<file path="src/rtl/core/assert_macros.svh">
// ----------------------------------------------------------------------------
// assert_macros
// Assertion helpers shared by the RTL. Empty bodies for synthesis.
// ----------------------------------------------------------------------------
`ifndef ASSERT_MACROS_SVH
`define ASSERT_MACROS_SVH
`ifndef SYNTHESIS
`define ASSERT_IMPLIES(label, clk, rst, ante, cons, msg) \
   label: assert property (@(posedge clk) disable iff (rst) (ante) |-> (cons)) \
      else $error(msg);
`define ASSERT_ALWAYS(label, clk, rst, cond, msg) \
   label: assert property (@(posedge clk) disable iff (rst) (cond)) else $error(msg);
`else
`define ASSERT_IMPLIES(label, clk, rst, ante, cons, msg)
`define ASSERT_ALWAYS(label, clk, rst, cond, msg)
`endif
`endif

</file>
<file path="src/rtl/core/mhpq_pkg.sv">
// ----------------------------------------------------------------------------
// mhpq_pkg
// Shared constants and codes for the max-heap priority queue core.
// ----------------------------------------------------------------------------
package mhpq_pkg;

   localparam int CAPACITY    = 16;
   localparam int MAX_RESULTS = 16;
   localparam int IDX_W       = $clog2(CAPACITY);
   localparam int CNT_W       = $clog2(CAPACITY + 1);
   localparam int RES_W       = $clog2(MAX_RESULTS + 1);
   localparam int ENTRY_W     = 26;

   localparam logic [2:0] THRESHOLD_RESET = 3'd4;

   localparam logic [1:0] OP_INSERT  = 2'd0;
   localparam logic [1:0] OP_EXTRACT = 2'd1;
   localparam logic [1:0] OP_DRAIN   = 2'd2;

   localparam logic [1:0] STATUS_OK    = 2'd0;
   localparam logic [1:0] STATUS_EMPTY = 2'd1;
   localparam logic [1:0] STATUS_FULL  = 2'd2;

   typedef logic [ENTRY_W-1:0] entry_type;

   function automatic logic [2:0] key_of(input entry_type e);
      key_of = e[2:0];
   endfunction

endpackage

</file>
<file path="src/rtl/core/max_heap_priority_queue_core.sv">
// ----------------------------------------------------------------------------
// max_heap_priority_queue_core
// Array-backed binary max-heap of records kept in one entry RAM.
// ----------------------------------------------------------------------------
//  channel | ports                              | direction
//  req     | req_valid/req_ready + record, op   | in
//  rsp     | rsp_valid/rsp_ready + status, rec  | out
//  csr     | csr_wr_en/csr_wr_data (threshold)  | in
//
// An insert's response is registered and shows in the cycle after the request.
// An extract runs two full bottom-up rebuilds; each sift level that moves steps
// through S_SIFT0 to S_SIFT4 on the single read port of the entry RAM (ending
// after S_SIFT3 where it stops, after S_SIFT0 at a leaf), plus the root swap
// S_SW0 to S_SW3. A drain adds the root check S_CK0, S_CK1 per record.
// Reset clears the count, the threshold (to 4) and the response valid flag;
// the RAM holds no reset state. One item is worked at a time; a drain beat
// that is not the last holds the sequencer until rsp_ready takes it.
// ----------------------------------------------------------------------------
`include "assert_macros.svh"

module max_heap_priority_queue_core (
   input  logic        clock,
   input  logic        reset,
   input  logic        req_valid,
   output logic        req_ready,
   input  logic [1:0]  req_operation,
   input  logic [15:0] req_patient_id,
   input  logic [6:0]  req_age,
   input  logic [2:0]  req_urgency,
   output logic        rsp_valid,
   input  logic        rsp_ready,
   output logic [1:0]  rsp_status,
   output logic [15:0] rsp_out_id,
   output logic [6:0]  rsp_out_age,
   output logic [2:0]  rsp_out_urgency,
   output logic        rsp_last,
   input  logic        csr_wr_en,
   input  logic [2:0]  csr_wr_data
);

   localparam int IW = mhpq_pkg::IDX_W;
   localparam int CW = mhpq_pkg::CNT_W;
   localparam int LW = mhpq_pkg::IDX_W + 2;

   // sequencer states
   localparam logic [3:0] S_IDLE  = 4'd0;
   localparam logic [3:0] S_SIFT0 = 4'd1;
   localparam logic [3:0] S_SIFT1 = 4'd2;
   localparam logic [3:0] S_SIFT2 = 4'd3;
   localparam logic [3:0] S_SIFT3 = 4'd4;
   localparam logic [3:0] S_SIFT4 = 4'd5;
   localparam logic [3:0] S_RB    = 4'd6;
   localparam logic [3:0] S_SW0   = 4'd7;
   localparam logic [3:0] S_SW1   = 4'd8;
   localparam logic [3:0] S_SW2   = 4'd9;
   localparam logic [3:0] S_SW3   = 4'd10;
   localparam logic [3:0] S_CK0   = 4'd11;
   localparam logic [3:0] S_CK1   = 4'd12;
   localparam logic [3:0] S_WAIT  = 4'd13;

   // which rebuild is running
   localparam logic [1:0] PH_EXT1   = 2'd0;
   localparam logic [1:0] PH_EXT2   = 2'd1;
   localparam logic [1:0] PH_DRAIN0 = 2'd2;

   logic [3:0]  state_ff, state_in;
   logic [1:0]  phase_ff, phase_in;
   logic [1:0]  op_ff, op_in;
   logic [CW-1:0] count_ff, count_in;
   logic [CW-1:0] idx_ff, idx_in;
   logic [IW-1:0] pos_ff, pos_in;
   logic [IW-1:0] best_ff, best_in;
   mhpq_pkg::entry_type cur_ff, cur_in;
   mhpq_pkg::entry_type lv_ff, lv_in;
   mhpq_pkg::entry_type bestv_ff, bestv_in;
   mhpq_pkg::entry_type top_ff, top_in;
   logic [mhpq_pkg::RES_W-1:0] nres_ff, nres_in;
   logic [2:0]  thr_ff, thr_in;
   logic        rsp_valid_ff, rsp_valid_in;
   logic [1:0]  rsp_status_ff, rsp_status_in;
   mhpq_pkg::entry_type rsp_rec_ff, rsp_rec_in;
   logic        rsp_last_ff, rsp_last_in;

   // entry RAM port
   logic        ram_we;
   logic [IW-1:0] ram_waddr, ram_raddr;
   mhpq_pkg::entry_type ram_wdata, ram_rdata;

   mhpq_ram #(
      .WIDTH (mhpq_pkg::ENTRY_W),
      .DEPTH (mhpq_pkg::CAPACITY)
   ) u_store (
      .clock   (clock),
      .wr_en   (ram_we),
      .wr_addr (ram_waddr),
      .wr_data (ram_wdata),
      .rd_addr (ram_raddr),
      .rd_data (ram_rdata)
   );

   // child positions of the node under sift
   logic [LW-1:0] l_w, r_w;
   logic          l_ok, r_ok;
   logic [CW-1:0] cnt_m1;
   logic          req_fire, cond_go;

   assign l_w    = {pos_ff, 1'b0} + LW'(1);
   assign r_w    = {pos_ff, 1'b0} + LW'(2);
   assign l_ok   = l_w < LW'(count_ff);
   assign r_ok   = r_w < LW'(count_ff);
   assign cnt_m1 = count_ff - CW'(1);

   assign req_ready = (state_ff == S_IDLE) && !rsp_valid_ff;
   assign req_fire  = req_valid && req_ready;

   // keep draining: records left, root qualifies, beat budget not spent
   assign cond_go = (count_ff != '0)
                 && (mhpq_pkg::key_of(ram_rdata) >= thr_ff)
                 && (nres_ff < mhpq_pkg::RES_W'(mhpq_pkg::MAX_RESULTS));

   always_comb begin
      logic [IW-1:0] b;
      logic [2:0]    bk;
      mhpq_pkg::entry_type bv;
      logic [CW-1:0] rb_count;
      logic          rb_start;

      state_in      = state_ff;
      phase_in      = phase_ff;
      op_in         = op_ff;
      count_in      = count_ff;
      idx_in        = idx_ff;
      pos_in        = pos_ff;
      best_in       = best_ff;
      cur_in        = cur_ff;
      lv_in         = lv_ff;
      bestv_in      = bestv_ff;
      top_in        = top_ff;
      nres_in       = nres_ff;
      thr_in        = csr_wr_en ? csr_wr_data : thr_ff;
      rsp_valid_in  = rsp_valid_ff && !rsp_ready;
      rsp_status_in = rsp_status_ff;
      rsp_rec_in    = rsp_rec_ff;
      rsp_last_in   = rsp_last_ff;
      ram_we        = 1'b0;
      ram_waddr     = pos_ff;
      ram_wdata     = cur_ff;
      ram_raddr     = pos_ff;
      b             = pos_ff;
      bk            = mhpq_pkg::key_of(cur_ff);
      bv            = cur_ff;
      rb_count      = count_ff;
      rb_start      = 1'b0;

      unique case (state_ff)
         S_IDLE: begin
            if (req_fire) begin
               op_in = req_operation;
               unique case (req_operation)
                  mhpq_pkg::OP_INSERT: begin
                     rsp_valid_in = 1'b1;
                     rsp_rec_in   = '0;
                     rsp_last_in  = 1'b1;
                     if (count_ff >= CW'(mhpq_pkg::CAPACITY)) begin
                        rsp_status_in = mhpq_pkg::STATUS_FULL;
                     end else begin
                        rsp_status_in = mhpq_pkg::STATUS_OK;
                        ram_we        = 1'b1;
                        ram_waddr     = count_ff[IW-1:0];
                        ram_wdata     = {req_patient_id, req_age, req_urgency};
                        count_in      = count_ff + CW'(1);
                     end
                  end
                  mhpq_pkg::OP_EXTRACT: begin
                     if (count_ff == '0) begin
                        rsp_valid_in  = 1'b1;
                        rsp_status_in = mhpq_pkg::STATUS_EMPTY;
                        rsp_rec_in    = '0;
                        rsp_last_in   = 1'b1;
                     end else begin
                        phase_in = PH_EXT1;
                        rb_start = 1'b1;
                     end
                  end
                  mhpq_pkg::OP_DRAIN: begin
                     nres_in  = '0;
                     phase_in = PH_DRAIN0;
                     rb_start = 1'b1;
                  end
                  default: begin
                     // unused code: drop the beat
                  end
               endcase
            end
         end
         S_SIFT0: begin
            ram_raddr = pos_ff;
            state_in  = l_ok ? S_SIFT1 : S_RB;
         end
         S_SIFT1: begin
            cur_in    = ram_rdata;
            ram_raddr = l_w[IW-1:0];
            state_in  = S_SIFT2;
         end
         S_SIFT2: begin
            lv_in     = ram_rdata;
            ram_raddr = r_w[IW-1:0];
            state_in  = S_SIFT3;
         end
         S_SIFT3: begin
            if (bk < mhpq_pkg::key_of(lv_ff)) begin
               b  = l_w[IW-1:0];
               bk = mhpq_pkg::key_of(lv_ff);
               bv = lv_ff;
            end
            if (r_ok && (bk < mhpq_pkg::key_of(ram_rdata))) begin
               b  = r_w[IW-1:0];
               bv = ram_rdata;
            end
            if (b == pos_ff) begin
               state_in = S_RB;
            end else begin
               ram_we    = 1'b1;
               ram_waddr = b;
               ram_wdata = cur_ff;
               best_in   = b;
               bestv_in  = bv;
               state_in  = S_SIFT4;
            end
         end
         S_SIFT4: begin
            ram_we    = 1'b1;
            ram_waddr = pos_ff;
            ram_wdata = bestv_ff;
            pos_in    = best_ff;
            state_in  = S_SIFT0;
         end
         S_RB: begin
            if (idx_ff == '0) begin
               unique case (phase_ff)
                  PH_EXT1: state_in = S_SW0;
                  PH_EXT2: begin
                     if (op_ff == mhpq_pkg::OP_EXTRACT) begin
                        rsp_valid_in  = 1'b1;
                        rsp_status_in = mhpq_pkg::STATUS_OK;
                        rsp_rec_in    = top_ff;
                        rsp_last_in   = 1'b1;
                        state_in      = S_IDLE;
                     end else begin
                        nres_in  = nres_ff + mhpq_pkg::RES_W'(1);
                        state_in = S_CK0;
                     end
                  end
                  default: state_in = S_CK0;
               endcase
            end else begin
               pos_in   = IW'(idx_ff - CW'(1));
               idx_in   = idx_ff - CW'(1);
               state_in = S_SIFT0;
            end
         end
         S_SW0: begin
            ram_raddr = '0;
            state_in  = S_SW1;
         end
         S_SW1: begin
            top_in    = ram_rdata;
            ram_raddr = cnt_m1[IW-1:0];
            state_in  = S_SW2;
         end
         S_SW2: begin
            ram_we    = 1'b1;
            ram_waddr = '0;
            ram_wdata = ram_rdata;
            state_in  = S_SW3;
         end
         S_SW3: begin
            ram_we    = 1'b1;
            ram_waddr = cnt_m1[IW-1:0];
            ram_wdata = top_ff;
            count_in  = cnt_m1;
            rb_count  = cnt_m1;
            phase_in  = PH_EXT2;
            rb_start  = 1'b1;
         end
         S_CK0: begin
            ram_raddr = '0;
            state_in  = S_CK1;
         end
         S_CK1: begin
            if (nres_ff != '0) begin
               rsp_valid_in  = 1'b1;
               rsp_status_in = mhpq_pkg::STATUS_OK;
               rsp_rec_in    = top_ff;
               rsp_last_in   = !cond_go;
               state_in      = cond_go ? S_WAIT : S_IDLE;
            end else if (cond_go) begin
               phase_in = PH_EXT1;
               rb_start = 1'b1;
            end else begin
               rsp_valid_in  = 1'b1;
               rsp_status_in = mhpq_pkg::STATUS_EMPTY;
               rsp_rec_in    = '0;
               rsp_last_in   = 1'b1;
               state_in      = S_IDLE;
            end
         end
         S_WAIT: begin
            // hold until the drain beat is taken, then extract the next one
            if (rsp_ready) begin
               phase_in = PH_EXT1;
               rb_start = 1'b1;
            end
         end
         default: state_in = S_IDLE;
      endcase

      if (rb_start) begin
         idx_in   = (rb_count < CW'(2)) ? '0 : (rb_count >> 1);
         state_in = S_RB;
      end
   end

   always_ff @(posedge clock) begin
      if (reset) begin
         state_ff     <= S_IDLE;
         count_ff     <= '0;
         thr_ff       <= mhpq_pkg::THRESHOLD_RESET;
         rsp_valid_ff <= 1'b0;
      end else begin
         state_ff     <= state_in;
         count_ff     <= count_in;
         thr_ff       <= thr_in;
         rsp_valid_ff <= rsp_valid_in;
      end
      phase_ff      <= phase_in;
      op_ff         <= op_in;
      idx_ff        <= idx_in;
      pos_ff        <= pos_in;
      best_ff       <= best_in;
      cur_ff        <= cur_in;
      lv_ff         <= lv_in;
      bestv_ff      <= bestv_in;
      top_ff        <= top_in;
      nres_ff       <= nres_in;
      rsp_status_ff <= rsp_status_in;
      rsp_rec_ff    <= rsp_rec_in;
      rsp_last_ff   <= rsp_last_in;
   end

   assign rsp_valid       = rsp_valid_ff;
   assign rsp_status      = rsp_status_ff;
   assign rsp_out_id      = rsp_rec_ff[25:10];
   assign rsp_out_age     = rsp_rec_ff[9:3];
   assign rsp_out_urgency = rsp_rec_ff[2:0];
   assign rsp_last        = rsp_last_ff;

   `ASSERT_ALWAYS(a_count_bound, clock, reset, count_ff <= CW'(mhpq_pkg::CAPACITY), "count overflow")
   `ASSERT_IMPLIES(a_full_last, clock, reset, rsp_valid && rsp_status == mhpq_pkg::STATUS_FULL, rsp_last, "full beat not last")
   `ASSERT_IMPLIES(a_sift_pos, clock, reset, state_ff == S_SIFT3, LW'(pos_ff) < LW'(count_ff), "sift outside heap")
   `ASSERT_IMPLIES(a_wait_busy, clock, reset, state_ff == S_WAIT, rsp_valid_ff && !rsp_last_ff, "wait without open beat")

endmodule

</file>
<file path="src/rtl/core/mhpq_ram.sv">
// ----------------------------------------------------------------------------
// mhpq_ram
// Generic single-write, single-read RAM with registered read data.
// ----------------------------------------------------------------------------
module mhpq_ram #(
   parameter int WIDTH = 8,
   parameter int DEPTH = 16
) (
   input  logic                     clock,
   input  logic                     wr_en,
   input  logic [$clog2(DEPTH)-1:0] wr_addr,
   input  logic [WIDTH-1:0]         wr_data,
   input  logic [$clog2(DEPTH)-1:0] rd_addr,
   output logic [WIDTH-1:0]         rd_data
);

   logic [WIDTH-1:0] mem [DEPTH];

   always_ff @(posedge clock) begin
      if (wr_en) begin
         mem[wr_addr] <= wr_data;
      end
      rd_data <= mem[rd_addr];
   end

endmodule
</file>
<file path="config.mk">
export PLATFORM = sky130hd
export DESIGN_NAME = max_heap_priority_queue_core
export DESIGN_NICKNAME = d
export VERILOG_FILES = /design/src/rtl/core/mhpq_pkg.sv /design/src/rtl/core/max_heap_priority_queue_core.sv /design/src/rtl/core/mhpq_ram.sv
export VERILOG_INCLUDE_DIRS = /design/src /design/src/rtl/core
export SDC_FILE = /design/constraint.sdc
export NUM_CORES = 1
export LEC_CHECK = 0
export BUFFER_PORTS_ARGS = -buffer_cell sky130_fd_sc_hd__buf_2
export CAP_MARGIN = 20
export CORE_ASPECT_RATIO = 1.1
export CORE_MARGIN = 2
export CORE_UTILIZATION = 55
export DETAILED_ROUTE_END_ITERATION = 7
export GPL_ROUTABILITY_DRIVEN = 1
export GPL_TIMING_DRIVEN = 0
export PLACE_DENSITY_LB_ADDON = 0.15
export SLEW_MARGIN = 20
export SYNTH_ARGS = -nofsm -noshare
export SYNTH_HDL_FRONTEND = slang
export SYNTH_SLANG_ARGS = --single-unit
</file>
<file path="constraint.sdc">
create_clock -name clock -period 5.9 [get_ports clock]
set_input_delay 0.59 -clock clock [delete_from_list [all_inputs] [get_ports clock]]
set_output_delay 0.59 -clock clock [all_outputs]
set_load 0.01 [all_outputs]
</file>
==> After elaboration in Yosys (flattened, before gate mapping) <==
Memory sizes are Yosys's and may differ from the RTL's. A register that Yosys moved wholly into a read port is not among the register bits.
Index checks and enable logic that the tools add are counted.
{ "op_classes": {"magnitude_cmp": 8, "n_mux": 102, "n_addsub": 6, "n_eq_ne": 38, "bitwise": 2, "n_reduce_logical": 36} }
{ "op_table": {"columns": ["op", "n"], "rows": [
  ["$mux 26", 12],
  ["$pmux 26 s4", 1],
  ["$pmux 26 s3", 1],
  ["$mux 5", 12],
  ["$mux 4", 14],
  ["$pmux 26 s2", 1],
  ["$pmux 4 s12", 1],
  ["$pmux 4 s4", 2],
  ["$mux 2", 14],
  ["$mux 1", 25],
  ["$eq 4x4->1 const B", 6],
  ["$pmux 5 s2", 2],
  ["$ne 2x2->1 const B", 9],
  ["$eq 4x3->1 const B", 4],
  ["$pmux 4 s2", 2],
  ["$lt 6x5->1", 2],
  ["$mux 3", 4],
  ["$reduce_and 2->1", 6],
  ["$add 5x1->5 const B", 2],
  ["$logic_not 5->1", 2],
  ["$ne 2x1->1 const B", 5],
  ["$reduce_bool 5->1", 2],
  ["$sub 5x1->5 const B", 2],
  ["$ne 3x3->1 const B", 3],
  ["other kinds (34)", 58]
]} }
{ "totals": {"mem_bits_rw": 416, "wordCells": 211, "inputBits": 36, "ff_bits": 168, "n_memories": 1, "out_inout_bits": 31} }
{ "memory_table": {"columns": ["name", "words", "word_bits", "rd", "rd_ports_with_merged_regs", "write_ports", "line", "rtl"], "rows": [
  ["u_store.mem", 16, 26, 1, 1, 1, "mhpq_ram.sv:17", "logic [WIDTH-1:0] mem [DEPTH];"]
]} }

==> Depth between registers and ports, before layout <==
{ "depth": {"word_depth": 12, "ltp_mapped": 14, "ltp_nobuf": 13} }

==> By module <==
From an unflattened synthesis, not the netlist that was laid out.
{ "unflattened": {"hier_cells": 1421, "area_unflattened_um2": 24845.1} }
{ "modules_own_cells": {"columns": ["module", "cells_each", "seq_area_each_um2", "area_each_um2", "instances"], "rows": [
  ["mhpq_ram", 686, 13012.5, 16377.0, 1],
  ["max_heap_priority_queue_core", 735, 4914.7, 8468.1, 1]
]} }

==> Worst setup path after synthesis <==
Ideal clock, no wire load.
{ "synth_path": {"kind": "reg2reg", "start": "reg cur_ff[2]", "end": "mem u_store.mem[11][0] (netlist bit), enable pin", "path_stages_with_launch": 14, "required_time_ns": 5.451, "slack_ns": 0.230, "period_less_slack_ns": 5.670, "t_arrival_ns": 5.221, "n_path_buf": 2, "setup_time_ns": 0.449, "cell_sequence": "edfxtp_1 inv_1 ha_1 nor2b_1 a311oi_1 buf_2 mux2_2 ha_1 and4_1 clkbuf_1 o221a_2 o31ai_1 nand3_2 a211oi_1"} }
{ "synth_via": {"elab_chain_len": 12, "elab_cells_between_ends": 15, "classes_between": "2 x order compare; 1 x eq/ne; 11 x mux; 1 x reduce/logical"} }
{ "synth_rtl": {"columns": ["element", "line", "rtl"], "rows": [
  ["from (decl)", "max_heap_priority_queue_core.sv:73", "mhpq_pkg::entry_type cur_ff, cur_in;"],
  ["from (signal assigned)", "max_heap_priority_queue_core.sv:341", "cur_ff <= cur_in;"],
  ["$lt 3x3->1", "max_heap_priority_queue_core.sv:211", "if (bk < mhpq_pkg::key_of(lv_ff)) begin"],
  ["$mux 3", "max_heap_priority_queue_core.sv:211", null],
  ["$mux 3", "max_heap_priority_queue_core.sv:155", "unique case (state_ff)"],
  ["$lt 3x3->1", "max_heap_priority_queue_core.sv:216", "if (r_ok && (bk < mhpq_pkg::key_of(ram_rdata))) begin"],
  ["$logic_and 1x1->1", "max_heap_priority_queue_core.sv:216", null],
  ["$mux 4 *", "max_heap_priority_queue_core.sv:216", null],
  ["$mux 4 *", "max_heap_priority_queue_core.sv:155", null],
  ["$eq 4x4->1", "max_heap_priority_queue_core.sv:220", "if (b == pos_ff) begin"],
  ["$mux 1", "max_heap_priority_queue_core.sv:220", null],
  ["$pmux 1 s3", "max_heap_priority_queue_core.sv:155", null],
  ["$mux 1", "mhpq_ram.sv:20", "if (wr_en) begin"],
  ["$mux 1 (implied by the code)", "mhpq_ram.sv:21", "mem[wr_addr] <= wr_data;"],
  ["to (decl)", "mhpq_ram.sv:17", null]
]} }
Every way passes the cells marked *; elsewhere a longest branch is shown, timed or not. The select of a mux whose other input is x is not followed.

==> Worst setup path in the final report <==
{ "layout_path": {"start": "reg cur_ff[2]", "end": "mem u_store.mem[0][20] (netlist bit), enable pin"} }
The elaborated chain is that of the path after synthesis.

==> impl_metrics.toml <==
[logic_synthesis]
synth_top_area_share = 0.666
synth_edf_count = 571
yosysTopAreaCell = "edfxtp_1"
synthCells = 1640
synth.most_common_cell = "edfxtp_1"
yosys-top-cells-area = "edfxtp_1, mux2i_1, dfxtp_1"
syn_avg_cell_area_um2 = 15.7
async_flop_share = 0
seq_area_frac_synth = 0.696
synth_cell_types = 71
synthesis.nets = 1701
syn-cell-area_um2 = 25700
synth-main-ff-cell = "edfxtp_1"
ys_warn_count = 0
yosys-top-cells-count = "edfxtp_1, mux2i_1, nor2_1"
synth_seq_cells = 610

[finish]
fin_area_um2 = 29500
fillers = 3363
nNetsFinal = 1866
final_core_util = 0.634
layout-drive-gt1-share = 0.147
regArea_um2 = 17900
multi_input_area_um2 = 7460
syn_to_final_growth_pct = 14.4

[timing]
period_minus_slack_ns = 5.52
final-setup-viol-count = 0
tightest_slew_ns = 1.05
final.setup_skew_ns = 0.0231
max_clock_freq_mhz = 181
hold_viol = 0
rsz0062_at_grt = "false"
post-route-period-util = 0.936
drv_slew = 0
relSlewSlack = 0.303

[floorplan]
die_w_um = 210
fp-row-count = 83
core-area_um2 = 46400
io_pins = 67
initial_core_util = 0.555
die_y_um = 231
die_area_um2 = 48600

[place]
place_congestion = 0.871
io_buffers = 66
dp_hpwl_um = 42100
placed_cell_area_um2 = 27500

[global_routing]
grt_pass1_vias = 14763
grt_pass1_wl_um = 89600
grt_max_degree = 31
antenna_found_initial = 2
overflow = 0
grt_use_total = 0.249

[drt]
viasPerCell = 5.95
drc_errors = 0
initialDrtViolationCount = 1383
drtPass1Iterations = 5
wl_met3_um = 3100
post_drt_wl_per_cell_um = 24.4
met2WireLength_um = 29000
top_layer_used = "met4"
vias = 14586
totalWireLength_um = 59800
antenna_left = 0
drt-met1-wl_um = 25900

[clock_tree]
clock_latency_ns = 0.64
max-clock-path-buffers = 3
cts_hold_buf = 0
clkTransAtPathRegs_ns = 0.06
cts_tree = "yes"
cts_made_buffers = 59
cts.sinks = 610
cts.root.buffer_cell = "clkbuf_16"
h-tree-depth = 2

[setup_path]
critPathKind = "flop to flop"
slowest_delay_ns = 0.68
crit_slowest_cell = "nor2_4"
crit_start = "cur_ff[2]"
r2r_slack_ns = 0.38
r2r-end = "u_store.mem[0][20]"
worstSetupStartpointType = "flop"
r2r-start = "cur_ff[2]"
path_max_fanout = 16
worstSetupEndpointType = "flop"
endpoint = "u_store.mem[0][20]"
crit_top_cell = "ha_1"
crit_chain = "inv_1 -> ha_1 -> nor2b_1 -> a311oi_1 -> buf_2 -> mux2_2 -> ha_1 -> nand2_1 -> nand3_1 -> a31oi_1 -> a21oi_1 -> a311oi_2 -> nand3_2 -> nor2_4 -> buf_16"
crit_required_ns = 6.23
arrival_ns = 5.85
reg2reg_depth = 15

[min_path]
holdPathStages = 1
hp-start = "req_operation[0]"
hold_class = "primary input to flop"

[status]
status = "finished, final reports clean"

[power_and_ir_drop]
p_per_area_nw_per_um2 = 427
worst_ir_drop_vdd_v = 0.000306
fin_total_pwr_w = 0.0126
p_leak_nw = 10.9

[job]
drv_cap = 0
cells by family (layout without fill, tap and decap cells):
family	count (synthesis)	in the layout	share of synthesized area
muxes	423	423	0.165
and+or+nand+nor	262	262	0.0508
AOI/OAI and AO/OA	184	184	0.0504
DFF	610	610	0.696
adders and majority gates	25	25	0.0121
other	0	2	0
xor gates and xnor gates	17	17	0.00578
buffers and inverters	119	332	0.0200
power breakdown:
group / leakage [nW] / switching, W / internal [W]
Sequential: 5.48 / 0.000232 / 0.00548
Clock: 0.873 / 0.00155 / 0.00197
Combinational: 4.58 / 0.00215 / 0.00118
critical path, delay by kind of cell (launching register included):
| family | cells | cell delay [ns] |
|---|---|---|
| buf+inv | 3 | 0.74 |
| simple gates | 5 | 1.28 |
| fa+ha+maj | 2 | 0.52 |
| compound gates | 4 | 1.86 |
| mux | 1 | 0.40 |
| flops | 1 | 0.39 |
cell usage in the layout, fill, tap and decap left out, types with 11 or more instances in the layout:
| cell | n |
|---|---|
| dfxtp_1 | 39 |
| nor2_1 | 66 |
| a22o_1 | 17 |
| inv_1 | 31 |
| o21ai_0 | 17 |
| and2_1 | 27 |
| mux2i_1 | 420 |
| clkbuf_1 | 59 |
| buf_4 | 11 |
| xnor2_1 | 13 |
| nand3_1 | 16 |
| nand2_1 | 66 |
| clkbuf_16 | 59 |
| nand2b_1 | 13 |
| a221oi_1 | 20 |
| nor3_1 | 18 |
| buf_2 | 111 |
| buf_16 | 14 |
| edfxtp_1 | 571 |
| a21oi_1 | 54 |
| ha_1 | 25 |
flip-flops by register name, summed over array words and instances (netlist names):
register,count
rsp_last,1
u_store.mem,416
phase_ff,2
lv_ff,26
thr_ff,3
u_store.rd_data,26
state_ff,4
cur_ff,26
best_ff,4
count_ff,5
rsp_valid,1
idx_ff,5
rsp_status,2
top_ff,26
pos_ff,4
rsp_rec_ff,26
bestv_ff,26
nres_ff,5
op_ff,2
worst min-delay path by stage:
stage                 endpoint  slack, ns
global placement     thr_ff[1]       0.48
global route          op_ff[0]       0.18
finish                op_ff[0]       0.18
CTS                   op_ff[0]       0.15
detailed placement  top_ff[11]       0.51
floorplan            thr_ff[1]       0.46
cell type report:
type                       count  area share
inverter                      33     0.00421
timing repair buffer         104      0.0338
buffer                        86      0.0133
clock buffer                  90      0.0561
multi-input combinational    911       0.253
clock inverter                19     0.00514
sequential                   610       0.609
tap                          595      0.0253
antenna                        2    0.000170
timing repair:
| action | in CTS | in global routing |
|---|---|---|
| gates resized for setup | 0 | 1 |
| setup endpoints to repair | 0 | 77 |
| buffers inserted | 0 | 6 |
routing by layer:
layer / track usage / up-vias
met3: 0.0290 / 117
met1: 0.341 / 7310
met4: 0.0847 / 0
li1: - / 6650
met2: 0.418 / 509
met5: 0 / -
stage by stage:
stage	TNS (ns)	hold WS, ns	setup WS (ns)	std cells
after floorplan	0	0.460	0.230	1640
after global placement	-291.14	0.481	-2.48	2301
after detailed placement	0	0.506	0.208	2333
after CTS	0	0.152	0.209	2442
after global routing	0	0.181	0.0419	2448
final	0	0.182	0.379	2450
(Power assumes the default switching activity.)
